File: config.mk
export PLATFORM = sky130hd
export DESIGN_NAME = block_ssim_engine
export DESIGN_NICKNAME = d
export VERILOG_FILES = /design/src/bss_pkg.sv /design/src/block_ssim_engine.sv
export SDC_FILE = /design/constraint.sdc
export NUM_CORES = 2
export LEC_CHECK = 0
export ABC_AREA = 1
export BUFFER_PORTS_ARGS = -buffer_cell sky130_fd_sc_hd__buf_2
export CORE_MARGIN = 3
export CORE_UTILIZATION = 36
export CTS_CLUSTER_SIZE = 20
export DETAILED_ROUTE_END_ITERATION = 8
export GPL_TIMING_DRIVEN = 0
export REMOVE_ABC_BUFFERS = 1
export SLEW_MARGIN = 20
export SYNTH_ARGS = -nofsm -noshare
export SYNTH_HDL_FRONTEND = slang
export SYNTH_SLANG_ARGS = --single-unit
File: constraint.sdc
create_clock -name clk -period 29.8 [get_ports clk]
set_input_delay 5.96 -clock clk [delete_from_list [all_inputs] [get_ports clk]]
set_output_delay 5.96 -clock clk [all_outputs]
set_load 0.01 [all_outputs]
File: src/bss_pkg.sv
// Package for the block SSIM engine: shared constants and register indexes.
// No dependencies.
package bss_pkg;

    localparam int MAX_BLOCK_SIDE = 16;
    localparam int MAX_BLOCKS     = 65536;

    localparam int MUL_W = 44;   // operand width of the serial multiplier
    localparam int ACC_W = 88;   // product width
    localparam int DVD_W = 102;  // dividend width
    localparam int DSR_W = 86;   // divisor width

    localparam logic [1:0] CFG_BLOCK_SIZE = 2'd0;
    localparam logic [1:0] CFG_C1         = 2'd1;
    localparam logic [1:0] CFG_C2         = 2'd2;

    // product steps of the sequencer
    localparam logic [3:0] OP_SXSY = 4'd0;
    localparam logic [3:0] OP_SX2  = 4'd1;
    localparam logic [3:0] OP_SY2  = 4'd2;
    localparam logic [3:0] OP_M2   = 4'd3;
    localparam logic [3:0] OP_C1M  = 4'd4;
    localparam logic [3:0] OP_C2M  = 4'd5;
    localparam logic [3:0] OP_MSXY = 4'd6;
    localparam logic [3:0] OP_MSS  = 4'd7;
    localparam logic [3:0] OP_DEN  = 4'd8;
    localparam logic [3:0] OP_PROD = 4'd9;

endpackage

File: src/block_ssim_engine.sv
// Block SSIM engine: per-block SSIM and image mean in signed Q1.15.
// Depends on bss_pkg.
//
// A pixel pair that closes no block and ends no image leaves ready high. A pixel
// pair that closes a block holds ready low while the block is processed: ten
// multiplier passes (load, 44 shift-add steps, store), a state for the ratio terms,
// a 102-step restoring divider, and states that form and post the result; a zero
// denominator skips the DEN and PROD passes and the divider. An image end adds
// the mean (setup, 102 divider steps, post). A stalled output register adds its stall.
// rst_n (async, active low) clears the pixel and mean sums and loads register defaults.
module block_ssim_engine
    import bss_pkg::*;
(
    input  logic        clk,
    input  logic        rst_n,
    input  logic        s_tvalid,
    output logic        s_tready,
    input  logic [15:0] s_tdata,   // [7:0] ref_pixel, [15:8] cmp_pixel
    input  logic        s_tlast,   // image_end
    output logic        m_tvalid,
    input  logic        m_tready,
    output logic [15:0] m_tdata,   // [15:0] ssim_value
    output logic [0:0]  m_tuser,   // [0] is_mean
    output logic        m_tlast,   // last
    input  logic        cfg_we,
    input  logic [1:0]  cfg_index,
    input  logic [15:0] cfg_wdata
);

    typedef enum logic [3:0] {
        S_IDLE, S_MLOAD, S_MRUN, S_MSTORE, S_CALC, S_DIV, S_BRES, S_BOUT, S_MSET, S_MOUT
    } state_t;

    state_t state_reg;

    logic [4:0]  block_size_reg;
    logic [15:0] c1_reg, c2_reg;

    logic [15:0] ref_sum_reg, cmp_sum_reg;
    logic [23:0] ref_sq_reg, cmp_sq_reg, cross_reg;
    logic [8:0]  count_reg;
    logic signed [33:0] total_reg;
    logic [16:0] bcount_reg;

    // block snapshot
    logic [15:0] w_sx_reg, w_sy_reg;
    logic [24:0] w_ss_reg;
    logic [23:0] w_sxy_reg;
    logic [8:0]  w_m_reg;
    logic        end_reg;

    // intermediate products
    logic [31:0] sxsy_reg, sx2_reg;
    logic [32:0] sq_reg, c1m_reg, c2m_reg, msxy_reg;
    logic [33:0] mss_reg;
    logic [16:0] m2_reg;
    logic [41:0] a_reg, ad_reg, bd_reg;
    logic [42:0] bmag_reg;
    logic        bneg_reg;
    logic [83:0] den_reg;

    // shared multiplier
    logic [3:0]       op_reg;
    logic [ACC_W-1:0] mx_reg, acc_reg;
    logic [MUL_W-1:0] my_reg;
    logic [5:0]       mcnt_reg;

    // shared divider
    logic [DVD_W-1:0] dvd_reg;
    logic [DSR_W-1:0] dsr_reg, rem_reg;
    logic [16:0]      q_reg;
    logic             qovf_reg;
    logic [6:0]       dcnt_reg;
    logic             dmean_reg;
    logic             mneg_reg;

    logic [15:0] res_reg;

    logic        out_valid_reg;
    logic [15:0] out_data_reg;
    logic        out_mean_reg, out_last_reg;

    // ---------------- combinational helpers
    logic [4:0]  side;
    logic [8:0]  thr;
    logic [7:0]  px, py;
    logic [15:0] ref_sum_n, cmp_sum_n;
    logic [23:0] ref_sq_n, cmp_sq_n, cross_n;
    logic [8:0]  count_n;
    logic        take, complete, out_free, out_load;

    always_comb
    begin
        side = block_size_reg;
        if (side < 5'd2)
            side = 5'd2;
        if (side > 5'(MAX_BLOCK_SIDE))
            side = 5'(MAX_BLOCK_SIDE);
    end

    assign thr       = 9'(side) * 9'(side);
    assign px        = s_tdata[7:0];
    assign py        = s_tdata[15:8];
    assign ref_sum_n = ref_sum_reg + 16'(px);
    assign cmp_sum_n = cmp_sum_reg + 16'(py);
    assign ref_sq_n  = ref_sq_reg + 24'(px) * 24'(px);
    assign cmp_sq_n  = cmp_sq_reg + 24'(py) * 24'(py);
    assign cross_n   = cross_reg + 24'(px) * 24'(py);
    assign count_n   = count_reg + 9'd1;
    assign complete  = count_n >= thr;
    assign take      = s_tvalid && s_tready;
    assign out_free  = !out_valid_reg || m_tready;
    assign out_load  = out_free && (state_reg == S_BOUT || state_reg == S_MOUT);

    // terms of the SSIM ratio
    logic signed [34:0] cov;
    logic signed [43:0] bn;
    assign cov = $signed({2'b00, msxy_reg}) - $signed({3'b000, sxsy_reg});
    assign bn  = (44'(cov) <<< 9) + $signed({11'd0, c2m_reg});

    // divider step
    logic [DSR_W:0]   rem_sh;
    logic             dfit;
    assign rem_sh = {rem_reg, dvd_reg[DVD_W-1]};
    assign dfit   = rem_sh >= {1'b0, dsr_reg};

    // block result from quotient
    logic [16:0] mag;
    assign mag = (qovf_reg || q_reg > 17'd32768) ? 17'd32768 : q_reg;

    logic [33:0] tmag;
    assign tmag = total_reg[33] ? 34'(-total_reg) : 34'(total_reg);

    always_ff @(posedge clk or negedge rst_n)
    begin
        if (!rst_n)
        begin
            state_reg      <= S_IDLE;
            block_size_reg <= 5'd8;
            c1_reg         <= 16'd1665;
            c2_reg         <= 16'd14982;
            ref_sum_reg    <= '0;
            cmp_sum_reg    <= '0;
            ref_sq_reg     <= '0;
            cmp_sq_reg     <= '0;
            cross_reg      <= '0;
            count_reg      <= '0;
            total_reg      <= '0;
            bcount_reg     <= '0;
            out_valid_reg  <= 1'b0;
            out_data_reg   <= '0;
            out_mean_reg   <= 1'b0;
            out_last_reg   <= 1'b0;
            op_reg         <= OP_SXSY;
            mcnt_reg       <= '0;
            dcnt_reg       <= '0;
            dmean_reg      <= 1'b0;
            end_reg        <= 1'b0;
        end
        else
        begin
            if (cfg_we)
            begin
                case (cfg_index)
                    CFG_BLOCK_SIZE: block_size_reg <= cfg_wdata[4:0];
                    CFG_C1:         c1_reg <= cfg_wdata;
                    CFG_C2:         c2_reg <= cfg_wdata;
                    default:        ;
                endcase
            end

            if (out_load)
                out_valid_reg <= 1'b1;
            else if (m_tready)
                out_valid_reg <= 1'b0;

            case (state_reg)
                S_IDLE:
                begin
                    if (take)
                    begin
                        end_reg   <= s_tlast;
                        w_sx_reg  <= ref_sum_n;
                        w_sy_reg  <= cmp_sum_n;
                        w_ss_reg  <= 25'(ref_sq_n) + 25'(cmp_sq_n);
                        w_sxy_reg <= cross_n;
                        w_m_reg   <= count_n;
                        if (complete || s_tlast)
                        begin
                            ref_sum_reg <= '0;
                            cmp_sum_reg <= '0;
                            ref_sq_reg  <= '0;
                            cmp_sq_reg  <= '0;
                            cross_reg   <= '0;
                            count_reg   <= '0;
                        end
                        else
                        begin
                            ref_sum_reg <= ref_sum_n;
                            cmp_sum_reg <= cmp_sum_n;
                            ref_sq_reg  <= ref_sq_n;
                            cmp_sq_reg  <= cmp_sq_n;
                            cross_reg   <= cross_n;
                            count_reg   <= count_n;
                        end
                        if (complete)
                        begin
                            op_reg    <= OP_SXSY;
                            state_reg <= S_MLOAD;
                        end
                        else if (s_tlast)
                            state_reg <= S_MSET;
                    end
                end

                S_MLOAD:
                begin
                    acc_reg  <= '0;
                    mcnt_reg <= '0;
                    case (op_reg)
                        OP_SXSY: begin mx_reg <= ACC_W'(w_sx_reg); my_reg <= MUL_W'(w_sy_reg); end
                        OP_SX2:  begin mx_reg <= ACC_W'(w_sx_reg); my_reg <= MUL_W'(w_sx_reg); end
                        OP_SY2:  begin mx_reg <= ACC_W'(w_sy_reg); my_reg <= MUL_W'(w_sy_reg); end
                        OP_M2:   begin mx_reg <= ACC_W'(w_m_reg);  my_reg <= MUL_W'(w_m_reg);  end
                        OP_C1M:  begin mx_reg <= ACC_W'(c1_reg);   my_reg <= MUL_W'(m2_reg);   end
                        OP_C2M:  begin mx_reg <= ACC_W'(c2_reg);   my_reg <= MUL_W'(m2_reg);   end
                        OP_MSXY: begin mx_reg <= ACC_W'(w_m_reg);  my_reg <= MUL_W'(w_sxy_reg); end
                        OP_MSS:  begin mx_reg <= ACC_W'(w_m_reg);  my_reg <= MUL_W'(w_ss_reg); end
                        OP_DEN:  begin mx_reg <= ACC_W'(ad_reg);   my_reg <= MUL_W'(bd_reg);   end
                        default: begin mx_reg <= ACC_W'(a_reg);    my_reg <= MUL_W'(bmag_reg); end
                    endcase
                    state_reg <= S_MRUN;
                end

                S_MRUN:
                begin
                    if (my_reg[0])
                        acc_reg <= acc_reg + mx_reg;
                    mx_reg   <= mx_reg << 1;
                    my_reg   <= my_reg >> 1;
                    mcnt_reg <= mcnt_reg + 6'd1;
                    if (mcnt_reg == 6'(MUL_W - 1))
                        state_reg <= S_MSTORE;
                end

                S_MSTORE:
                begin
                    op_reg    <= op_reg + 4'd1;
                    state_reg <= S_MLOAD;
                    case (op_reg)
                        OP_SXSY: sxsy_reg <= acc_reg[31:0];
                        OP_SX2:  sx2_reg  <= acc_reg[31:0];
                        OP_SY2:  sq_reg   <= 33'(sx2_reg) + 33'(acc_reg[31:0]);
                        OP_M2:   m2_reg   <= acc_reg[16:0];
                        OP_C1M:  c1m_reg  <= acc_reg[32:0];
                        OP_C2M:  c2m_reg  <= acc_reg[32:0];
                        OP_MSXY: msxy_reg <= acc_reg[32:0];
                        OP_MSS:
                        begin
                            mss_reg   <= acc_reg[33:0];
                            state_reg <= S_CALC;
                        end
                        OP_DEN:  den_reg  <= acc_reg[83:0];
                        default:
                        begin
                            // dividend = prod*2^16 + den, divisor = 2*den
                            dvd_reg   <= DVD_W'({acc_reg[84:0], 16'd0}) + DVD_W'(den_reg);
                            dsr_reg   <= DSR_W'({den_reg, 1'b0});
                            rem_reg   <= '0;
                            q_reg     <= '0;
                            qovf_reg  <= 1'b0;
                            dcnt_reg  <= '0;
                            dmean_reg <= 1'b0;
                            state_reg <= S_DIV;
                        end
                    endcase
                end

                S_CALC:
                begin
                    a_reg    <= 42'({sxsy_reg, 9'd0}) + 42'(c1m_reg);
                    ad_reg   <= 42'({sq_reg, 8'd0}) + 42'(c1m_reg);
                    bd_reg   <= 42'({(mss_reg - 34'(sq_reg)), 8'd0}) + 42'(c2m_reg);
                    bneg_reg <= bn[43];
                    bmag_reg <= bn[43] ? 43'(-bn) : 43'(bn);
                    if (42'({sq_reg, 8'd0}) + 42'(c1m_reg) == '0 ||
                        42'({(mss_reg - 34'(sq_reg)), 8'd0}) + 42'(c2m_reg) == '0)
                    begin
                        res_reg   <= 16'sd32767;
                        state_reg <= S_BOUT;
                    end
                    else
                        state_reg <= S_MLOAD;
                end

                S_DIV:
                begin
                    dvd_reg  <= dvd_reg << 1;
                    rem_reg  <= dfit ? DSR_W'(rem_sh - {1'b0, dsr_reg}) : DSR_W'(rem_sh);
                    q_reg    <= {q_reg[15:0], dfit};
                    qovf_reg <= qovf_reg | q_reg[16];
                    dcnt_reg <= dcnt_reg + 7'd1;
                    if (dcnt_reg == 7'(DVD_W - 1))
                        state_reg <= dmean_reg ? S_MOUT : S_BRES;
                end

                S_BRES:
                begin
                    if (bneg_reg)
                        res_reg <= 16'(-mag);
                    else
                        res_reg <= (mag > 17'd32767) ? 16'd32767 : mag[15:0];
                    state_reg <= S_BOUT;
                end

                S_BOUT:
                begin
                    if (out_free)
                    begin
                        out_data_reg  <= res_reg;
                        out_mean_reg  <= 1'b0;
                        out_last_reg  <= !end_reg;
                        if (bcount_reg < 17'(MAX_BLOCKS))
                        begin
                            total_reg  <= total_reg + 34'($signed(res_reg));
                            bcount_reg <= bcount_reg + 17'd1;
                        end
                        state_reg <= end_reg ? S_MSET : S_IDLE;
                    end
                end

                S_MSET:
                begin
                    mneg_reg <= total_reg[33];
                    if (bcount_reg == '0)
                    begin
                        q_reg     <= '0;
                        state_reg <= S_MOUT;
                    end
                    else
                    begin
                        // round half away from zero: (2|t| + n) / 2n
                        dvd_reg   <= DVD_W'({tmag, 1'b0}) + DVD_W'(bcount_reg);
                        dsr_reg   <= DSR_W'({bcount_reg, 1'b0});
                        rem_reg   <= '0;
                        q_reg     <= '0;
                        qovf_reg  <= 1'b0;
                        dcnt_reg  <= '0;
                        dmean_reg <= 1'b1;
                        state_reg <= S_DIV;
                    end
                end

                S_MOUT:
                begin
                    if (out_free)
                    begin
                        out_data_reg  <= mneg_reg ? 16'(-q_reg) : q_reg[15:0];
                        out_mean_reg  <= 1'b1;
                        out_last_reg  <= 1'b1;
                        total_reg     <= '0;
                        bcount_reg    <= '0;
                        state_reg     <= S_IDLE;
                    end
                end

                default: state_reg <= S_IDLE;
            endcase
        end
    end

    assign s_tready   = (state_reg == S_IDLE);
    assign m_tvalid   = out_valid_reg;
    assign m_tdata    = out_data_reg;
    assign m_tuser[0] = out_mean_reg;
    assign m_tlast    = out_last_reg;

endmodule

* Word-level counts from Yosys, hierarchy flattened
Index checks and enable logic that the tools add are counted.
** Storage, ports and cells
- Flip-flop bits (word level) :: 1363
- Word-level logic and storage cells :: 255
- Bits of input ports :: 40
** Operators by class
- Multiply operators :: 4
- Add/subtract/negate cells :: 27
- Equality and inequality tests :: 33
- Multiplexer cells :: 77
- Magnitude comparators :: 7
- Reduce and logical (&&, ||, !) cells :: 56
- Bitwise logic cells :: 1
** Operator list (number)
- $mux 86 :: 5
- $pmux 88 s2 :: 2
- $pmux 102 s3 :: 1
- $pmux 43 s7 :: 1
- $pmux 86 s3 :: 1
- $pmux 42 s6 :: 1
- $mux 102 :: 2
- $pmux 86 s2 :: 1
- $mux 34 :: 4
- $mux 16 :: 8
- $add 101x84->102 :: 1
- $add 88x88->88 :: 1
- $mux 88 :: 1
- $pmux 44 s2 :: 1
- $ge 87x86->1 :: 1
- $sub 86x86->86 :: 1
- $mux 17 :: 5
- $add 41x33->42 :: 2
- $logic_not 42->1 :: 2
- $add 24x16->24 :: 3
- $mux 24 :: 3
- $pmux 34 s2 :: 1
- $pmux 16 s2 :: 2
- $pmux 17 s3 :: 1
- other kinds (68) :: 154

* Depth between registers and ports, before layout
- Depth in word-level cells :: 9
- Mapped depth :: 34

* Worst setup path after synthesis
OpenSTA, ideal clock, no wires.
- Kind :: in2reg
- From :: input rst_n
- To :: register dvd_reg[0], enable pin
- Data arrival time :: 18.805 ns
- Path slack :: 10.024 ns
- Setup time :: 0.971 ns
- Required time :: 28.829 ns
- Stages :: 2
- Path through :: inv_1 > nor3_1
** Between the ends
- Word-level cells in the longest chain between the ends :: 1
** RTL lines
- from (decl) :: RTL line block_ssim_engine.sv:15 : input logic rst_n,
- $reduce_and 4->1 (no source line)
- to (signal assigned) :: RTL line block_ssim_engine.sv:267 : dvd_reg <= DVD_W'({acc_reg[84:0], 16'd0}) + DVD_W'(den_reg);
- to (signal assigned) :: RTL line block_ssim_engine.sv:298 : dvd_reg <= dvd_reg << 1;
- to (signal assigned) :: RTL line block_ssim_engine.sv:343 : dvd_reg <= DVD_W'({tmag, 1'b0}) + DVD_W'(bcount_reg);
- to (decl) :: RTL line block_ssim_engine.sv:69 : logic [DVD_W-1:0] dvd_reg;
No other way between the ends.
A chain may end at the register's enable or synchronous reset.

* Final worst setup path
- From :: input s_tdata[9]
- To :: register w_ss_reg[22], data pin
** Between the ends
- Word-level cells in the longest chain between the ends :: 3
** RTL lines
- from (decl) :: RTL line block_ssim_engine.sv:18 : input logic [15:0] s_tdata,
- $mul 8x8->16 :: RTL line block_ssim_engine.sv:107 : assign cmp_sq_n = cmp_sq_reg + 24'(py) * 24'(py);
- $add 24x16->24 :: RTL line block_ssim_engine.sv:107
- $add 24x24->25 :: RTL line block_ssim_engine.sv:185 : w_ss_reg <= 25'(ref_sq_n) + 25'(cmp_sq_n);
- to (signal assigned) :: RTL line block_ssim_engine.sv:185
- to (decl) :: RTL line block_ssim_engine.sv:47 : logic [24:0] w_ss_reg;
No other way between the ends.

==> parameters.txt <==
Parameter                              Value

Timing
  Share of the clock period used by the worst path after layout    0.393
  RSZ-0062 raised after global routing    false
  F_max    85.3 MHz
  Final setup viols    0
  Final Hold Vio Count    0
  Hold WS    443 ps
  Slack of the critical path    18080 ps
  Final min period    11720 ps
  Pin slew with the least headroom to its limit    1270 ps
  Setup TNS after final layout    0 ps
  Post-Route Skew    65.9 ps
  Relative slew slack    0.154
  Fin. max-slew vios    0

Clock tree
  Clock tree from TritonCTS    yes
  Number of buffers created by CTS    169
  Clk slew on worst S/H paths    60 ps
  Post-CTS Hold Fix Bufs    0
  Bufs on Longest Clock Path    4
  Count of H-tree levels built during CTS    4
  Clock latency reported for the late side of the worst-skew pair    860 ps
  Number of sinks on the clock net    1345
  Post-CTS Repair Setup Buffers    0
  Total of cells resized after clock tree synthesis    0
  Master cell of the clock root buffer    sky130_fd_sc_hd__clkbuf_16

Route
  Residual DRC    0
  Total routed wirelength    296000 um
  Count of vias placed by the detailed router    79900
  Number of DRC violations after detailed-routing iteration 0    7150
  Final antenna-violating net count    0
  First-pass iteration count of the detailed router    6
  Post-detailed-route via-to-cell ratio    5.19
  Wire per inst    19.2 um

Logic synthesis
  Post-Synth XOR/XNOR Area    0.0426
  Number of unique standard cell types used by synthesis    80
  Proportion of register bits with asynchronous set or reset after synthesis    0.181
  Simple-gate share of the synthesized area    0.184
  Multiplexer share of the synthesized area    0
  Avg Cell Area, Syn    8.17 sq um
  YS warnings    0
  Post-synth EDFFs    1102
  Fraction of the mapped netlist area in adder cells    0.120
  Combinational family with the most area after synthesis    simple AND/OR/NAND/NOR gates
  Flip-flop and latch count after synthesis    1345
  Summed instance area of the synthesized netlist    94900 sq um
  Post-Syn Instances    11600
  Proportion of synthesized chip area in sequential cells    0.413
  Top_reg_cell synth    sky130_fd_sc_hd__edfxtp_1
  Compound-Gate Fraction of Synth Area    0.155

Setup path
  Critical path data arrival time    12300 ps
  Type of element capturing the critical path    flop
  Crit-path max FO    18
  Data required time of the critical path    30380 ps
  Setup slack on the worst flop-to-flop path    23020 ps
  Category of the worst setup path launch point    input pin
  Crit Path Category    input pin to flop

Power
  Net switching power    3.99 mW
  Maximum ir drop on the vdd rail    175 uV
  Combinational fraction of design power    0.469
  Net switching fraction of the power    0.430
  Pwr per Cell Area    87.1 nW/um^2
  Portion of total power attributed to the clock network    0.227
  Share of total power in sequential cells    0.304
  Cell internal pwr    5.28 mW
  Leakage component of the power    46.2 nW

Die
  IO Pins    60
  Die boundary height    519 um
  Floorplan die area    270000 sq um
  Die boundary width    519 um
  Initial core utilization    0.364
  Core region area    261000 sq um
  Number of rows in the core area    187

Place
  Detailed Place HPWL    231000 um
  Last weighted congestion value of the routability-driven placer    0.970
  Placed inst area    101000 sq um
  Count of input and output buffers    59
  Pre-CTS worst setup slack    17190 ps

Layout
  Fraction of final layout cells with drive strength greater than 1    0.0515
  Area Growth Syn to Fin    12.1%
  Net count reported at finish    12600
  Area taken by flip-flops and latches    39200 sq um
  Fillcell total    26400
  Fin area    106000 sq um
  Multi-input gate area    47800 sq um
  Number of flip-flops in the largest register    102

GRT
  Global-route wire length before repair    452000 um
  Maximum number of pins on one net before global-route repair    111
  Global-route total usage across every layer    0.213
  Vias in the first global route    75800
  Antenna violations before repair    12
  Remaining global-route overflow    0

Hold path
  Hold Crit Class    flop to flop

Run status
  Run status    completed

Job
  Number of max-capacitance violations reported    0
==> cells in the mapped netlist, types with 146 or more instances <==
library cell	n	share of area
sky130_fd_sc_hd__edfxtp_1	1102	0.35
sky130_fd_sc_hd__clkbuf_1	180	0.0071
sky130_fd_sc_hd__xnor2_1	154	0.014
sky130_fd_sc_hd__xor2_1	304	0.028
sky130_fd_sc_hd__dfrtp_1	231	0.061
sky130_fd_sc_hd__a21oi_1	1010	0.053
sky130_fd_sc_hd__fa_1	146	0.031
sky130_fd_sc_hd__nor2_1	1242	0.049
sky130_fd_sc_hd__nand2_1	2299	0.091
sky130_fd_sc_hd__inv_1	1912	0.076
sky130_fd_sc_hd__nand3_1	355	0.019
sky130_fd_sc_hd__o21ai_0	810	0.043
sky130_fd_sc_hd__ha_1	677	0.089
==> placed cells by master, fill, tap and decap left out, types with 19 or more instances in the layout <==
cell type and count:
sky130_fd_sc_hd__nand2_1 2298, sky130_fd_sc_hd__inv_1 1909, sky130_fd_sc_hd__nor2_1 1226, sky130_fd_sc_hd__edfxtp_1 1102, sky130_fd_sc_hd__a21oi_1 1008, sky130_fd_sc_hd__o21ai_0 810, sky130_fd_sc_hd__ha_1 677, sky130_fd_sc_hd__nand3_1 353
sky130_fd_sc_hd__xor2_1 304, sky130_fd_sc_hd__dfrtp_1 231, sky130_fd_sc_hd__clkbuf_16 170, sky130_fd_sc_hd__xnor2_1 154, sky130_fd_sc_hd__fa_1 146, sky130_fd_sc_hd__a31oi_1 137, sky130_fd_sc_hd__nor3_1 113, sky130_fd_sc_hd__o21a_1 93
sky130_fd_sc_hd__nand4_1 91, sky130_fd_sc_hd__buf_2 69, sky130_fd_sc_hd__a22o_1 62, sky130_fd_sc_hd__o21ai_1 52, sky130_fd_sc_hd__o22ai_1 51, sky130_fd_sc_hd__buf_4 49, sky130_fd_sc_hd__o21bai_1 48, sky130_fd_sc_hd__a21o_1 45
sky130_fd_sc_hd__a21boi_0 44, sky130_fd_sc_hd__nor4_1 44, sky130_fd_sc_hd__o211ai_1 35, sky130_fd_sc_hd__a221oi_1 33, sky130_fd_sc_hd__clkbuf_1 27, sky130_fd_sc_hd__buf_12 27, sky130_fd_sc_hd__clkinv_2 26, sky130_fd_sc_hd__a22oi_1 25
sky130_fd_sc_hd__clkinv_1 23, sky130_fd_sc_hd__buf_16 23, sky130_fd_sc_hd__nand3b_1 22, sky130_fd_sc_hd__nor2_4 20, sky130_fd_sc_hd__o221ai_1 20, sky130_fd_sc_hd__bufinv_16 20, sky130_fd_sc_hd__or2_2 19
==> worst max-delay path, cell delays in order <==
cell and delay, ps:
sky130_fd_sc_hd__buf_2 410, sky130_fd_sc_hd__nand2_1 240, sky130_fd_sc_hd__fa_1 560, sky130_fd_sc_hd__inv_1 60
sky130_fd_sc_hd__fa_1 460, sky130_fd_sc_hd__fa_1 490, sky130_fd_sc_hd__inv_1 60, sky130_fd_sc_hd__fa_1 530
sky130_fd_sc_hd__inv_1 40, sky130_fd_sc_hd__ha_1 330, sky130_fd_sc_hd__a21oi_1 140, sky130_fd_sc_hd__inv_1 50
sky130_fd_sc_hd__a31oi_1 240, sky130_fd_sc_hd__o21ai_1 140, sky130_fd_sc_hd__a21boi_0 360, sky130_fd_sc_hd__xnor2_1 180
sky130_fd_sc_hd__ha_1 400, sky130_fd_sc_hd__nand2_1 110, sky130_fd_sc_hd__nor4_1 310, sky130_fd_sc_hd__a21oi_1 210
sky130_fd_sc_hd__nor3_1 190, sky130_fd_sc_hd__nor2_1 100, sky130_fd_sc_hd__o21ai_0 420, sky130_fd_sc_hd__nand3_1 120
sky130_fd_sc_hd__nand2_1 110, sky130_fd_sc_hd__xor2_1 70
==> cell type report <==
type                    count  share of cell area
diodes                      5            0.000118
clock buffers             209              0.0425
clock inverters            93             0.00978
inverters                1926              0.0681
multi-input cells        8137               0.449
flip-flops and latches   1345               0.368
well taps                3496              0.0411
repair buffers            193              0.0208
==> logic make-up after synthesis <==
kind of cell    Yosys count
other cells               2
simple gates           4274
flops                  1345
fa+ha+maj               823
buf+inv                2137
xor+xnor                460
compound gates         2577
==> layer usage <==
| layer | vias to the layer above | wire length (um) | track usage |
|---|---|---|---|
| met4 | 6 | 7860 | 0.0568 |
| met3 | 426 | 19600 | 0.0282 |
| met1 | 37700 | 135000 | 0.302 |
| met2 | 2510 | 134000 | 0.342 |
| met5 | - | 46 | 0 |
| li1 | 39300 | - | - |
==> power groups by stage <==
| stage | clock network [mW] | logic [mW] | registers (mW) |
|---|---|---|---|
| floorplan | 0 | 2.99 | 2.78 |
| global route | 2.22 | 4.88 | 2.84 |
| CTS | 2.15 | 4.33 | 2.81 |
| global placement | 0 | 4.19 | 2.96 |
| detailed placement | 0 | 4.30 | 2.85 |
| finish | 2.11 | 4.35 | 2.81 |
==> path summary, 6_finish.rpt <==
kind | startpoint | to | cells past startpoint
max | s_tdata[9] | w_ss_reg[22] | 26
min in group asynchronous | rst_n | cross_reg[2] | 1
min reg2reg | c1m_reg[6] | a_reg[6] | 0
min | c1m_reg[6] | a_reg[6] | 0
max in group asynchronous | rst_n | m_tdata[8] | 3
max reg2reg | op_reg[2] | dvd_reg[92] | 21
==> stage by stage <==
step	utilization	std cells	power (mW)
global route	0.408	15400	9.95
detailed placement	0.386	15100	7.15
global placement	0.378	15000	7.15
finish	0.408	15400	9.27
floorplan	-	11400	5.77
CTS	0.408	15400	9.29
Note: power is estimated with default switching activity, not from simulation.
